$ cat config.mk
export PLATFORM = sky130hd
export DESIGN_NAME = ros_move_unit
export DESIGN_NICKNAME = d
export VERILOG_FILES = /design/src/hw/rtl/ros_pkg.sv /design/src/hw/rtl/ros_move_unit.sv
export SDC_FILE = /design/constraint.sdc
export NUM_CORES = 1
export LEC_CHECK = 0
export ABC_CLOCK_PERIOD_IN_PS = 5550
export BUFFER_PORTS_ARGS = -buffer_cell sky130_fd_sc_hd__buf_2
export CAP_MARGIN = 0
export CORE_ASPECT_RATIO = 1.4
export CORE_MARGIN = 3
export CORE_UTILIZATION = 43
export CTS_BUF_LIST = sky130_fd_sc_hd__clkbuf_8
export CTS_CLUSTER_SIZE = 16
export DETAILED_ROUTE_END_ITERATION = 10
export GPL_TIMING_DRIVEN = 0
export PLACE_DENSITY = 0.68
export SLEW_MARGIN = 40
export SYNTH_ARGS = -nofsm -noshare
export SYNTH_HDL_FRONTEND = slang
export SYNTH_SLANG_ARGS = --single-unit
$ cat constraint.sdc
create_clock -name clock -period 5.55 [get_ports clock]
set_clock_uncertainty 0.1 [all_clocks]
set_input_delay 0.555 -clock clock [delete_from_list [all_inputs] [get_ports clock]]
set_output_delay 0.555 -clock clock [all_outputs]
set_load 0.02 [all_outputs]
$ cat src/hw/rtl/ros_pkg.sv
// Shared types and constants for the random organisation sweep block.
package ros_pkg;

   localparam int POS_W         = 26;
   localparam int IDX_W         = 7;
   localparam int RND_W         = 16;
   localparam int CNT_W         = 8;
   localparam int CSR_IDX_W     = 2;
   localparam int PROD_W        = POS_W + RND_W;
   localparam int PARTICLES_DEF = 128;

   localparam logic [POS_W-1:0] POS_MAX     = '1;
   localparam logic [POS_W-1:0] SPAN_RST    = POS_W'(65536000);
   localparam logic [POS_W-1:0] MIN_GAP_RST = POS_W'(65536);
   localparam logic [POS_W-1:0] STEP_RST    = POS_W'(16384);

   localparam logic [CSR_IDX_W-1:0] CSR_SPAN    = CSR_IDX_W'(0);
   localparam logic [CSR_IDX_W-1:0] CSR_MIN_GAP = CSR_IDX_W'(1);
   localparam logic [CSR_IDX_W-1:0] CSR_STEP    = CSR_IDX_W'(2);

   typedef enum logic [1:0] {
      ACT_WRITE    = 2'd0,
      ACT_READ     = 2'd1,
      ACT_ACTIVITY = 2'd2,
      ACT_DISPLACE = 2'd3
   } action_type;

   typedef enum logic [1:0] {
      KIND_FIRST,
      KIND_LAST,
      KIND_MIDDLE
   } end_kind_type;

   typedef enum logic [3:0] {
      ST_IDLE,
      ST_ACT_BASE,
      ST_ACT_RUN,
      ST_ACT_END,
      ST_DISP_LOAD,
      ST_DISP_REFL,
      ST_DISP_ORDER,
      ST_WR_SELF,
      ST_WR_NBR,
      ST_WR_PREV,
      ST_RESP
   } state_type;

   typedef struct packed {
      logic         load_x;
      logic         load_new;
      end_kind_type kind;
   } move_ctl_type;

endpackage

$ cat src/hw/rtl/ros_move_unit.sv
// Displacement arithmetic: trial position, end reflection and range clamp.
module ros_move_unit (
   input  logic                          clock,
   input  ros_pkg::move_ctl_type         ctl,
   input  logic [ros_pkg::POS_W-1:0]     pos_cur,
   input  logic [ros_pkg::PROD_W-1:0]    prod,
   input  logic [ros_pkg::POS_W-1:0]     step_size,
   input  logic [ros_pkg::POS_W-1:0]     span,
   output logic [ros_pkg::POS_W-1:0]     new_pos
);

   localparam int XW = ros_pkg::POS_W + 3;
   localparam int SW = ros_pkg::PROD_W - (ros_pkg::RND_W - 1);

   logic signed [XW-1:0]         x_in;
   logic signed [XW-1:0]         x_ff;
   logic signed [XW-1:0]         refl;
   logic signed [XW-1:0]         span_s;
   logic signed [XW-1:0]         span2_s;
   logic [ros_pkg::POS_W-1:0]    new_in;
   logic [ros_pkg::POS_W-1:0]    new_ff;

   // 2*step*r >> 16 is step*r >> 15
   assign x_in = $signed({3'b000, pos_cur}) - $signed({3'b000, step_size})
               + $signed({{(XW-SW){1'b0}}, prod[ros_pkg::PROD_W-1:ros_pkg::RND_W-1]});

   assign span_s  = $signed({3'b000, span});
   assign span2_s = $signed({2'b00, span, 1'b0});

   always_comb begin
      refl = x_ff;
      case (ctl.kind)
         ros_pkg::KIND_FIRST: begin
            if (x_ff < 0) refl = -x_ff;
         end
         ros_pkg::KIND_LAST: begin
            if (x_ff > span_s) refl = span2_s - x_ff;
         end
         default: refl = x_ff;
      endcase
      if (refl < 0) begin
         new_in = '0;
      end else if (refl > $signed({3'b000, ros_pkg::POS_MAX})) begin
         new_in = ros_pkg::POS_MAX;
      end else begin
         new_in = refl[ros_pkg::POS_W-1:0];
      end
   end

   always_ff @(posedge clock) begin
      if (ctl.load_x)   x_ff   <= x_in;
      if (ctl.load_new) new_ff <= new_in;
   end

   assign new_pos = new_ff;

endmodule

### Word level (Yosys, flattened, before mapping)

Index checks and enable logic that the tools add are counted.

* equality and inequality tests: 1
* reductions and logical operators: 1
* mux-type cells: 4
* magnitude comparators: 4
* add/sub/neg operators: 4

Operator list (number)
* $lt A29 B1 Y1 const B: 2
* $mux W29: 2
* $pmux W29 S2: 1
* $add A27 B28 Y29: 1
* $gt A29 B27 Y1: 1
* $gt A29 B27 Y1 const B: 1
* $neg A29 Y29: 1
* $sub A28 B29 Y29: 1
* $sub A26 B26 Y27: 1
* $mux W26: 1
* $eq A2 B1 Y1 const B: 1
* $logic_not A2 Y1: 1

* logic and storage cells: 16
* register bits: 55
* bits of input ports: 125

### Depth between registers and ports, before layout

Gate-level depths: netlist of run 1.

* word-level depth: 5
* depth in mapped cells: 21

### Worst setup path before layout of run 1

OpenSTA, ideal clock, no wires.

* path kind: in2reg
* start point: input port step_size[1] in the netlist's numbering
* end point: register x_ff[27] (data pin)
* stages: 18
* arrival time: 3.990 ns
* setup slack: 1.193 ns
* buffers on the path: 0
* path through: inv_1 -> ha_1 -> nor2b_1 -> o21ai_0 -> a21boi_0 -> nor2_1 -> o31ai_1 -> xor2_1 -> ha_1 -> and3_1 -> nand3_1 -> nor3b_1 -> o31a_1 -> a221oi_1 -> nand2b_1 -> o221a_2 -> o41ai_1 -> xnor2_1

* word-level cells in the longest chain between the ends: 2

RTL lines
* from (decl): line ros_move_unit.sv:7 `input logic [ros_pkg::POS_W-1:0] step_size,`
* $sub A26 B26 Y27: line ros_move_unit.sv:24 `assign x_in = $signed({3'b000, pos_cur}) - $signed({3'b000, step_size})`
* $add A27 B28 Y29: line ros_move_unit.sv:25 `+ $signed({{(XW-SW){1'b0}}, prod[ros_pkg::PROD_W-1:ros_pkg::RND_W-1]});`
* named net x_in[27]: line ros_move_unit.sv:15 `logic signed [XW-1:0] x_in;`
* to (signal assigned): line ros_move_unit.sv:51 `if (ctl.load_x) x_ff <= x_in;`
* to (decl): line ros_move_unit.sv:16 `logic signed [XW-1:0] x_ff;`

The timed path passes the listed nets, and every way through them passes these cells.
A chain may end at the register's enable or synchronous reset.

### Worst setup path in the final report of run 1

* start point: input port pos_cur[0] in the netlist's numbering
* end point: register x_ff[28] (data pin)

* word-level cells in the longest chain between the ends: 2

RTL lines
* from (decl): line ros_move_unit.sv:5 `input logic [ros_pkg::POS_W-1:0] pos_cur,`
* $sub A26 B26 Y27: line ros_move_unit.sv:24
* $add A27 B28 Y29: line ros_move_unit.sv:25
* named net x_in[28]: line ros_move_unit.sv:15

The timed path passes the listed nets, and every way through them passes these cells.

==> out/summary.txt, run 1 <==
Die Wd = 118 um
P_int = 1.50 mW
Tcrit/Tclk final = 87.7%
Final core occ = 50.5%
Total power = 2.82 mW
Min cycle time layout = 4.87 ns
Global routing's busiest layer = met2
Crit path DAT = 4.82 ns
WP data required = 5.50 ns
WL/cell = 15.1 um
Total gr overflow = 0
Sequential element share of the synthesized area = 22.0%
Cell Area, Placed = 8490 um2
GPL Wtd Cong = 0.916
Worst slew pin tran = 0.864 ns
Vias/cell = 5.58
Clock power share = 7.2%
Slew Viols, Final = 0
Met1 usage = 23.0%
Met2 Track Usage GR = 37.9%
Post-synth top area share = 22.0%
DP HPWL = 16.8 mm
Yosys warnings = 0
Core area = 17,000 um2
Top cells by count, synth = 107 x ha_1, 104 x inv_1, 84 x a21oi_1, 55 x edfxtp_1, 55 x nor2_1
RSZ-0062 raised after global routing = false
Layout Cells excl Fill = 1,293
Setup Fix Bufs, Post-CTS = 0
Ys flop type = edfxtp_1
Antenna violations before repair = 0
DRT iter0 DRCs = 235
Post-synthesis area per instance = 8.19 um2
First drt pass iteration count = 6
Seq pwr share = 27.4%
Setup TNS = 0 ns
DR vias = 7,214
CTS tree = built
Net Switching = 1.32 mW
Syn Std Cell Area = 7520 um2
Placed cells = 1,285
Clock-pin slew on the worst setup and hold paths = 0.09 ns
Core Rows = 56
Hold WC Path Type = input port to flop
Hold Crit Start = prod[15]
Largest net degree at the start of global routing = 30
Global-route total usage across every layer = 20.1%
Worst Path Max Fanout = 4
Antenna Diode Count = 0
Num ports = 151
Maxcap violations = 0
VDD IR max = 89.8 uV
# H-tree levels = 2
Die area = 19,100 um2
CTS max path bufs = 2
Cts hold-fix bufs = 0
Nets = 1,295
Final WS setup = 0.682 ns
Synth async-reset ratio = 0%
# setup viols final = 0
Comb power frac = 65.4%
Post-detailed-route count of antenna-violating nets = 0
Synth top area cells = edfxtp_1 22%, ha_1 18%, a21oi_1 5.6%
Crit path kind = input port to flop
Most common cell in the netlist = ha_1
Area of all placed cells without fillers = 8570 um2
FMAX = 205 MHz
Routed wire length = 19.6 mm
I/O Buffers = 135
DRC violations left = 0
Met3 Use GR = 2.22%
Num CTS Buffers = 5
Syn nets = 1,153
Mapped Cells = 918
Crit path from = pos_cur[0]
Global-route wire length before repair = 32.2 mm
Starting density of the core = 44.4%
Post-CTS Resized = 0
Layout cells sized above 1 = 15.8%
Die Height = 162 um
Power per Cell Area = 329 nW/um2
Area Overhead vs Synth = 14.0%
Critical Path Start Type = input port
Sw frac = 46.8%
Synth area leader = edfxtp_1
Clock Sink Count = 55
Hold Vio Cnt, Final = 0
Critical R2R Launch = x_ff[1]$_DFFE_PP_
Post-synth EDFFs = 55
Distinct cells, synth = 69
Rel. slew slack = 42.4%
Worst hold slack = 0.442 ns
Crit. End Element = flop
Root Driver = clkbuf_8
Leakage = 4.03 nW
Later-pin clock latency in the skew report = 0.31 ns
Vias in the first global route = 6,963
Register bit total from synthesis = 55
Place WS = 0.371 ns
Status = complete, no violations
==> power by group through the flow <==
stage	combinational, mW	clock (mW)	sequential, mW
finish	1.84	0.204	0.771
global route	2.07	0.222	0.786
floorplan	1.33	0	0.798
CTS	1.84	0.208	0.766
global placement	1.81	0	0.774
detailed placement	1.83	0	0.776
==> metal layers <==
| metal | part of all wire [%] | vias to the layer above |
|---|---|---|
| met5 | 0 | - |
| met4 | 3.9 | 0 |
| met3 | 5.1 | 43 |
| met2 | 51 | 230 |
| met1 | 40 | 3227 |
| li1 | - | 3714 |
==> kinds of logic after synthesis <==
logic type / Yosys count / share of synthesized area, %
compound gates: 322 / 28.3
xor+xnor: 69 / 8.04
fa+ha+maj: 110 / 18.6
buf+inv: 126 / 6.69
flops: 55 / 22.0
mux: 3 / 0.399
simple gates: 233 / 16.0
==> cells in the final DEF, fill, tap and decap left out, types with 4 or more instances in the layout <==
cell type  netlist  routed
buf_2            3     138
ha_1           107     107
inv_1          104     105
a21oi_1         84      83
nor2_1          55      55
edfxtp_1        55      55
nand2_1         48      48
o21ai_0         45      45
xnor2_1         44      44
a21o_1          40      40
a31oi_1         38      38
nand3_1         29      29
xor2_1          25      25
nor3_1          19      19
nand2b_1        14      14
clkbuf_1        14      14
nor2b_1         12      12
nand4_1         11      11
o21a_1          11      11
and3_1          11      11
a21boi_0        10      10
o31ai_1         10      10
or3_1           10      10
a211oi_1         9       9
o221ai_1         9       9
o21bai_1         8       8
a221oi_1         8       8
o311ai_0         6       6
a41oi_1          6       6
o211ai_1         5       5
clkbuf_8         0       5
a211o_1          4       4
or2_2            4       4
==> path summary, 6_finish.rpt <==
kind | slack, ns | depth (start not counted) | end
worst max-delay path | 0.68 | 22 | x_ff[28]$_DFFE_PP_
worst min-delay path | 0.44 | 2 | x_ff[0]$_DFFE_PP_
worst max register to register | 0.88 | 12 | new_pos[21]$_SDFFCE_PN0P_
worst min register to register | 0.75 | 2 | new_pos[13]$_SDFFCE_PN0P_
==> state kept, by name (all words and copies together) (netlist names) <==
name     cells
new_pos     26
x_ff        29
==> worst max-delay path, stage by stage <==
cell and delay (ns):
buf_2 0.09, inv_1 0.05, ha_1 0.17, inv_1 0.06, fa_1 0.39, a21o_1 0.19, nand4_1 0.11, a21boi_0 0.16
o311ai_0 0.62, a21oi_1 0.22, o21ba_2 0.27, a21oi_1 0.17, xnor2_1 0.09, ha_1 0.33, nand4_1 0.20, nor2_1 0.24
nand2_1 0.07, o21ai_0 0.14, a41oi_1 0.10, a31oi_1 0.32, a21oi_1 0.12, xor2_1 0.15
==> area by class of cell <==
cell class                 instances  area, um2
fill                            1784       8390
multi-input combinational        737       5370
sequential                        55       1650
timing repair buffer             135        676
inverter                         104        390
tap                              232        290
buffer                            22        113
clock buffer                       5       68.8
clock inverter                     3       11.3
No activity file was read; power rests on OpenSTA's default activity.
==> inputs of run 2 (changes only) <==
Settings changed: GPL_TIMING_DRIVEN 0 to default.
==> run 2 against run 1 <==
Compared with the run above:
- sequential share of layout area up 0.13 points
- sequential power about the same
- cell area down 0.66%
- clock power about the same
- first-iteration DRC count up 2.6%
- sequential cell count unchanged
- final cell count down 1.2%
- clock-buffer cell count unchanged
- via count down 1.5%
- largest cell class unchanged
==> out/summary.txt, run 2 (synthesis results as in run 1) <==
Status = complete, no violations (unchanged)
Core area = 17,000 um2 (unchanged)
Global-route wire length before repair = 30.7 mm (was 32.2 mm)
Tcrit/Tclk final = 86.8% (was 87.7%)
Vias in the first global route = 6,765 (was 6,963)
Core Rows = 56 (unchanged)
Critical Path Start Type = input port (unchanged)
Vias/cell = 5.56 (was 5.58)
Post-detailed-route count of antenna-violating nets = 0 (unchanged)
WP data required = 5.51 ns (was 5.50 ns)
Final WS setup = 0.730 ns (was 0.682 ns)
Global-route total usage across every layer = 19.0% (was 20.1%)
DP HPWL = 15.6 mm (was 16.8 mm)
Min cycle time layout = 4.82 ns (was 4.87 ns)
WL/cell = 14.6 um (was 15.1 um)
Reg with most FFs = x_ff (unchanged)
# setup viols final = 0 (unchanged)
Place WS = 0.401 ns (was 0.371 ns)
Met2 Track Usage GR = 35.9% (was 37.9%)
DR vias = 7,107 (was 7,214)
Worst Path Max Fanout = 4 (unchanged)
Worst slew pin tran = 0.815 ns (was 0.864 ns)
Rel. slew slack = 45.1% (was 42.4%)
Later-pin clock latency in the skew report = 0.31 ns (about the same)
Die Wd = 118 um (unchanged)
Clock-pin slew on the worst setup and hold paths = 0.09 ns (about the same)
Max reg flops = 29 (unchanged)
Layout cells sized above 1 = 16.3% (was 15.8%)
Area Overhead vs Synth = 13.2% (was 14.0%)
First drt pass iteration count = 4 (was 6)
DRC violations left = 0 (unchanged)
Hold WC Path Type = input port to flop (unchanged)
Post-CTS Resized = 0 (unchanged)
Crit path DAT = 4.78 ns (was 4.82 ns)
Fillcell total = 1,733 (was 1,784)
I/O Buffers = 135 (unchanged)
Met3 Use GR = 1.67% (was 2.22%)
Largest net degree at the start of global routing = 30 (unchanged)
Routed wire length = 18.6 mm (was 19.6 mm)
Num ports = 151 (unchanged)
Most frequent cells in the layout = 135 x buf_2, 107 x ha_1, 106 x inv_1 (was 138 x buf_2, 107 x ha_1, 105 x inv_1)
Starting density of the core = 44.4% (unchanged)
Leakage = 4.02 nW (was 4.03 nW)
Crit. End Element = flop (unchanged)
Antenna violations before repair = 1 (was 0)
Met1 usage = 22.6% (was 23.0%)
Maxcap violations = 0 (unchanged)
Die Height = 162 um (unchanged)
Power per Cell Area = 325 nW/um2 (was 329 nW/um2)
GPL Wtd Cong = 0.945 (was 0.916)
Setup TNS = 0 ns (unchanged)
FMAX = 207 MHz (was 205 MHz)
VDD IR max = 104 uV (was 89.8 uV)
Crit path kind = input port to flop (unchanged)
Root Driver = clkbuf_8 (unchanged)
Cts hold-fix bufs = 0 (unchanged)
Global routing's busiest layer = met2 (unchanged)
Slew Viols, Final = 0 (unchanged)
# H-tree levels = 2 (unchanged)
RSZ-0062 raised after global routing = false (unchanged)
Die area = 19,100 um2 (unchanged)
Setup Fix Bufs, Post-CTS = 0 (unchanged)
Most common cell after layout, fill and taps aside = buf_2 (unchanged)
Hold Vio Cnt, Final = 0 (unchanged)
Nets = 1,279 (was 1,295)
Num CTS Buffers = 5 (unchanged)
Total gr overflow = 0 (unchanged)
CTS tree = built (unchanged)
Clock Sink Count = 55 (unchanged)
CTS max path bufs = 2 (unchanged)
DRT iter0 DRCs = 241 (was 235)
==> run 2: cell types whose count changed in the layout (fill, tap and decap cells not counted), sizes merged <==
cell / previous run / this run
inv: 105 / 106
clkbuf: 19 / 5
buf: 143 / 141
clkinv: 2 / 1
diode: 0 / 1
==> run 2: final cells by class <==
class | count | area, um2 | area share (%)
Tap cell | 232 | 290 | 3.41
Clock inverter | 3 | 12.5 | 0.147
Sequential cell | 55 | 1650 | 19.4
Inverter | 104 | 390 | 4.58
Clock buffer | 5 | 68.8 | 0.808
Multi-Input combinational cell | 737 | 5380 | 63.2
Timing Repair Buffer | 141 | 721 | 8.46
Antenna cell | 1 | 2.50 | 0.0294
==> run 2: final timing paths <==
path                                    startpoint                   endpoint  slack (ns)  depth (start not counted)
worst max register to register   x_ff[1]$_DFFE_PP_   new_pos[2]$_SDFFCE_PN0P_        1.20                         11
worst max-delay path                    pos_cur[0]         x_ff[28]$_DFFE_PP_        0.73                         22
worst min register to register  x_ff[13]$_DFFE_PP_  new_pos[13]$_SDFFCE_PN0P_        0.71                          2
worst min-delay path                      prod[15]          x_ff[0]$_DFFE_PP_        0.46                          2
==> run 2: worst max-delay path, stage by stage <==
cell	delay, ns
buf_2	0.09
inv_1	0.04
ha_1	0.17
inv_1	0.06
fa_1	0.39
a21o_1	0.19
nand4_1	0.10
a21boi_0	0.16
o311ai_0	0.59
a21oi_1	0.21
o21ba_2	0.27
a21oi_1	0.17
xnor2_1	0.09
ha_1	0.34
nand4_1	0.19
nor2_1	0.25
nand2_1	0.07
o21ai_0	0.14
a41oi_1	0.10
a31oi_1	0.32
a21oi_1	0.12
xor2_1	0.14
==> run 2: per-layer routing <==
metal	wire length, um	part of all wire, %
met1	7750	42
met2	9550	51
met3	906	4.9
met4	398	2.1
met5	0	0
==> run 2: power breakdown <==
| part | internal, mW | switching (mW) |
|---|---|---|
| Combinational | 0.765 | 1.03 |
| Sequential | 0.640 | 0.133 |
| Clock | 0.0850 | 0.118 |
| Total | 1.49 | 1.28 |
==> run 2: per-stage QoR <==
stage          instance area (um2)  total power, mW  utilization, %  hold WS (ns)  cells
2_1_floorplan                 7520             2.13               -         0.567    918
3_5_place_dp                  8430             2.56            49.7         0.682   1269
6_report                      8510             2.77            50.2         0.461   1278
3_3_place_gp                  8430             2.53            49.7         0.693   1269
5_1_grt                       8510             3.04            50.2         0.457   1278
4_1_cts                       8510             2.77            50.2         0.457   1277
==> inputs of run 3 (changes only) <==
Settings changed: RECOVER_POWER from default to 100.
==> run 3 against run 2 <==
Compared with the run above:
- register-to-register slack lost 0.42 ns
- global-route usage is the same
- die area is the same
- critical path type unchanged
- critical endpoint unchanged
- largest cell class unchanged
- largest power group unchanged
==> out/summary.txt, run 3 (synthesis results as in run 1) <==
Status = complete, no violations (unchanged)
Routed wire length = 18.6 mm (about the same)
DRC violations left = 0 (unchanged)
Max reg flops = 29 (unchanged)
Vias in the first global route = 6,765 (unchanged)
Slowest cell on the critical path = o311ai_0 (unchanged)
DRT iter0 DRCs = 272 (was 241)
WL/cell = 14.6 um (about the same)
Total power = 2.75 mW (was 2.77 mW)
Crit. End Element = flop (unchanged)
Layout cells sized above 1 = 13.6% (was 16.3%)
FMAX = 207 MHz (about the same)
Tcrit/Tclk final = 86.9% (was 86.8%)
Most frequent cells in the layout = 107 x ha_1, 107 x buf_2, 106 x inv_1 (was 135 x buf_2, 107 x ha_1, 106 x inv_1)
Core Rows = 56 (unchanged)
I/O Buffers = 135 (unchanged)
Leakage = 3.94 nW (was 4.02 nW)
VDD IR max = 104 uV (about the same)
Rel. slew slack = 5.85% (was 45.1%)
Largest stage delay, worst path = 0.59 ns (about the same)
Min cycle time layout = 4.82 ns (about the same)
Crit path from = pos_cur[0] (unchanged)
Num ports = 151 (unchanged)
RSZ-0062 raised after global routing = false (unchanged)
Global-route wire length before repair = 30.7 mm (unchanged)
Worst slew pin tran = 1.41 ns (was 0.815 ns)
Reg with most FFs = x_ff (unchanged)
Root Driver = clkbuf_8 (unchanged)
# H-tree levels = 2 (unchanged)
CTS tree = built (unchanged)
Critical R2R Launch = x_ff[1]$_DFFE_PP_ (unchanged)
Global-route total usage across every layer = 19.0% (unchanged)
DP HPWL = 15.6 mm (unchanged)
Die Wd = 118 um (unchanged)
Clock Sink Count = 55 (unchanged)
Die area = 19,100 um2 (unchanged)
Later-pin clock latency in the skew report = 0.31 ns (about the same)
Core area = 17,000 um2 (unchanged)
Setup Fix Bufs, Post-CTS = 0 (unchanged)
Setup TNS = 0 ns (unchanged)
Post-CTS Resized = 0 (unchanged)
Antenna violations before repair = 1 (unchanged)
Clock-pin slew on the worst setup and hold paths = 0.09 ns (about the same)
CTS max path bufs = 2 (unchanged)
Hold Crit Start = prod[15] (unchanged)
WP data required = 5.51 ns (about the same)
Hold WC Path Type = input port to flop (unchanged)
Largest net degree at the start of global routing = 30 (unchanged)
DR vias = 7,097 (was 7,107)
Worst Path Max Fanout = 4 (unchanged)
Total gr overflow = 0 (unchanged)
Num CTS Buffers = 5 (unchanged)
GPL Wtd Cong = 0.945 (unchanged)
Cts hold-fix bufs = 0 (unchanged)
Fillcell total = 1,751 (was 1,733)
Slew Viols, Final = 0 (unchanged)
Starting density of the core = 44.4% (unchanged)
Critical path's most frequent cell = a21oi_1 (unchanged)
Nets = 1,279 (unchanged)
Critical Path Start Type = input port (unchanged)
Area Overhead vs Synth = 12.6% (was 13.2%)
Vias/cell = 5.55 (was 5.56)
Post-detailed-route count of antenna-violating nets = 0 (unchanged)
# setup viols final = 0 (unchanged)
Worst path cell trace = buf_2 > inv_1 > ha_1 > inv_1 > fa_1 > a21o_1 > nand4_1 > a21boi_0 > o311ai_0 > a21oi_1 > o21ba_2 > a21oi_1 > xnor2_1 > ha_1 > nand4_1 > nor2_1 > nand2_1 > o21ai_0 > a41oi_1 > a31oi_1 > a21oi_1 > xor2_1 (unchanged)
Maxcap violations = 0 (unchanged)
Crit path kind = input port to flop (unchanged)
Crit path DAT = 4.78 ns (about the same)
Power per Cell Area = 325 nW/um2 (about the same)
Die Height = 162 um (unchanged)
First drt pass iteration count = 4 (unchanged)
Hold Vio Cnt, Final = 0 (unchanged)
-- run 3: final timing paths --
path / end / slack, ns / cells after the start
setup / recovery: x_ff[28]$_DFFE_PP_ / 0.73 / 22
hold / removal: x_ff[0]$_DFFE_PP_ / 0.46 / 2
setup reg to reg: new_pos[2]$_SDFFCE_PN0P_ / 0.78 / 11
hold reg to reg: new_pos[13]$_SDFFCE_PN0P_ / 0.71 / 2
-- run 3: through the flow --
stage	utilization, %	worst slack (ns)	hold slack, ns	instances	area, um2
floorplan	-	1.19	0.567	918	7520
global placement	49.7	0.438	0.693	1269	8430
detailed placement	49.7	0.401	0.682	1269	8430
CTS	50.2	0.729	0.457	1277	8510
global route	50.0	0.344	0.457	1278	8470
finish	50.0	0.729	0.459	1278	8470
-- run 3: power by group --
group | total (mW) | internal, mW | leakage [nW] | switching [mW]
combinational | 1.78 | 0.750 | 3.35 | 1.03
sequential | 0.775 | 0.641 | 0.536 | 0.134
clock | 0.204 | 0.0850 | 0.0505 | 0.119
total | 2.75 | 1.48 | 3.94 | 1.28
-- run 3: final cells by class --
class / count / area, um2 / area share, %
inverters: 104 / 390 / 4.61
flip-flops and latches: 55 / 1650 / 19.5
well taps: 232 / 290 / 3.43
multi-input cells: 737 / 5370 / 63.4
clock inverters: 3 / 12.5 / 0.148
repair buffers: 141 / 686 / 8.09
clock buffers: 5 / 68.8 / 0.812
diodes: 1 / 2.50 / 0.0295
-- run 3: critical path, delay by kind of cell --
family	cells	cell delay, ns
xor+xnor	2	0.23
simple gates	4	0.61
buf+inv	3	0.19
compound gates	10	2.27
fa+ha+maj	3	0.90
-- run 3: layer usage --
metal / vias to the layer above / track usage (%) / routed length [um]
met3: 26 / 1.67 / 915
met5: - / 0 / 0
met1: 3181 / 22.6 / 7750
met4: 0 / 6.08 / 426
met2: 210 / 35.9 / 9560
li1: 3680 / - / -
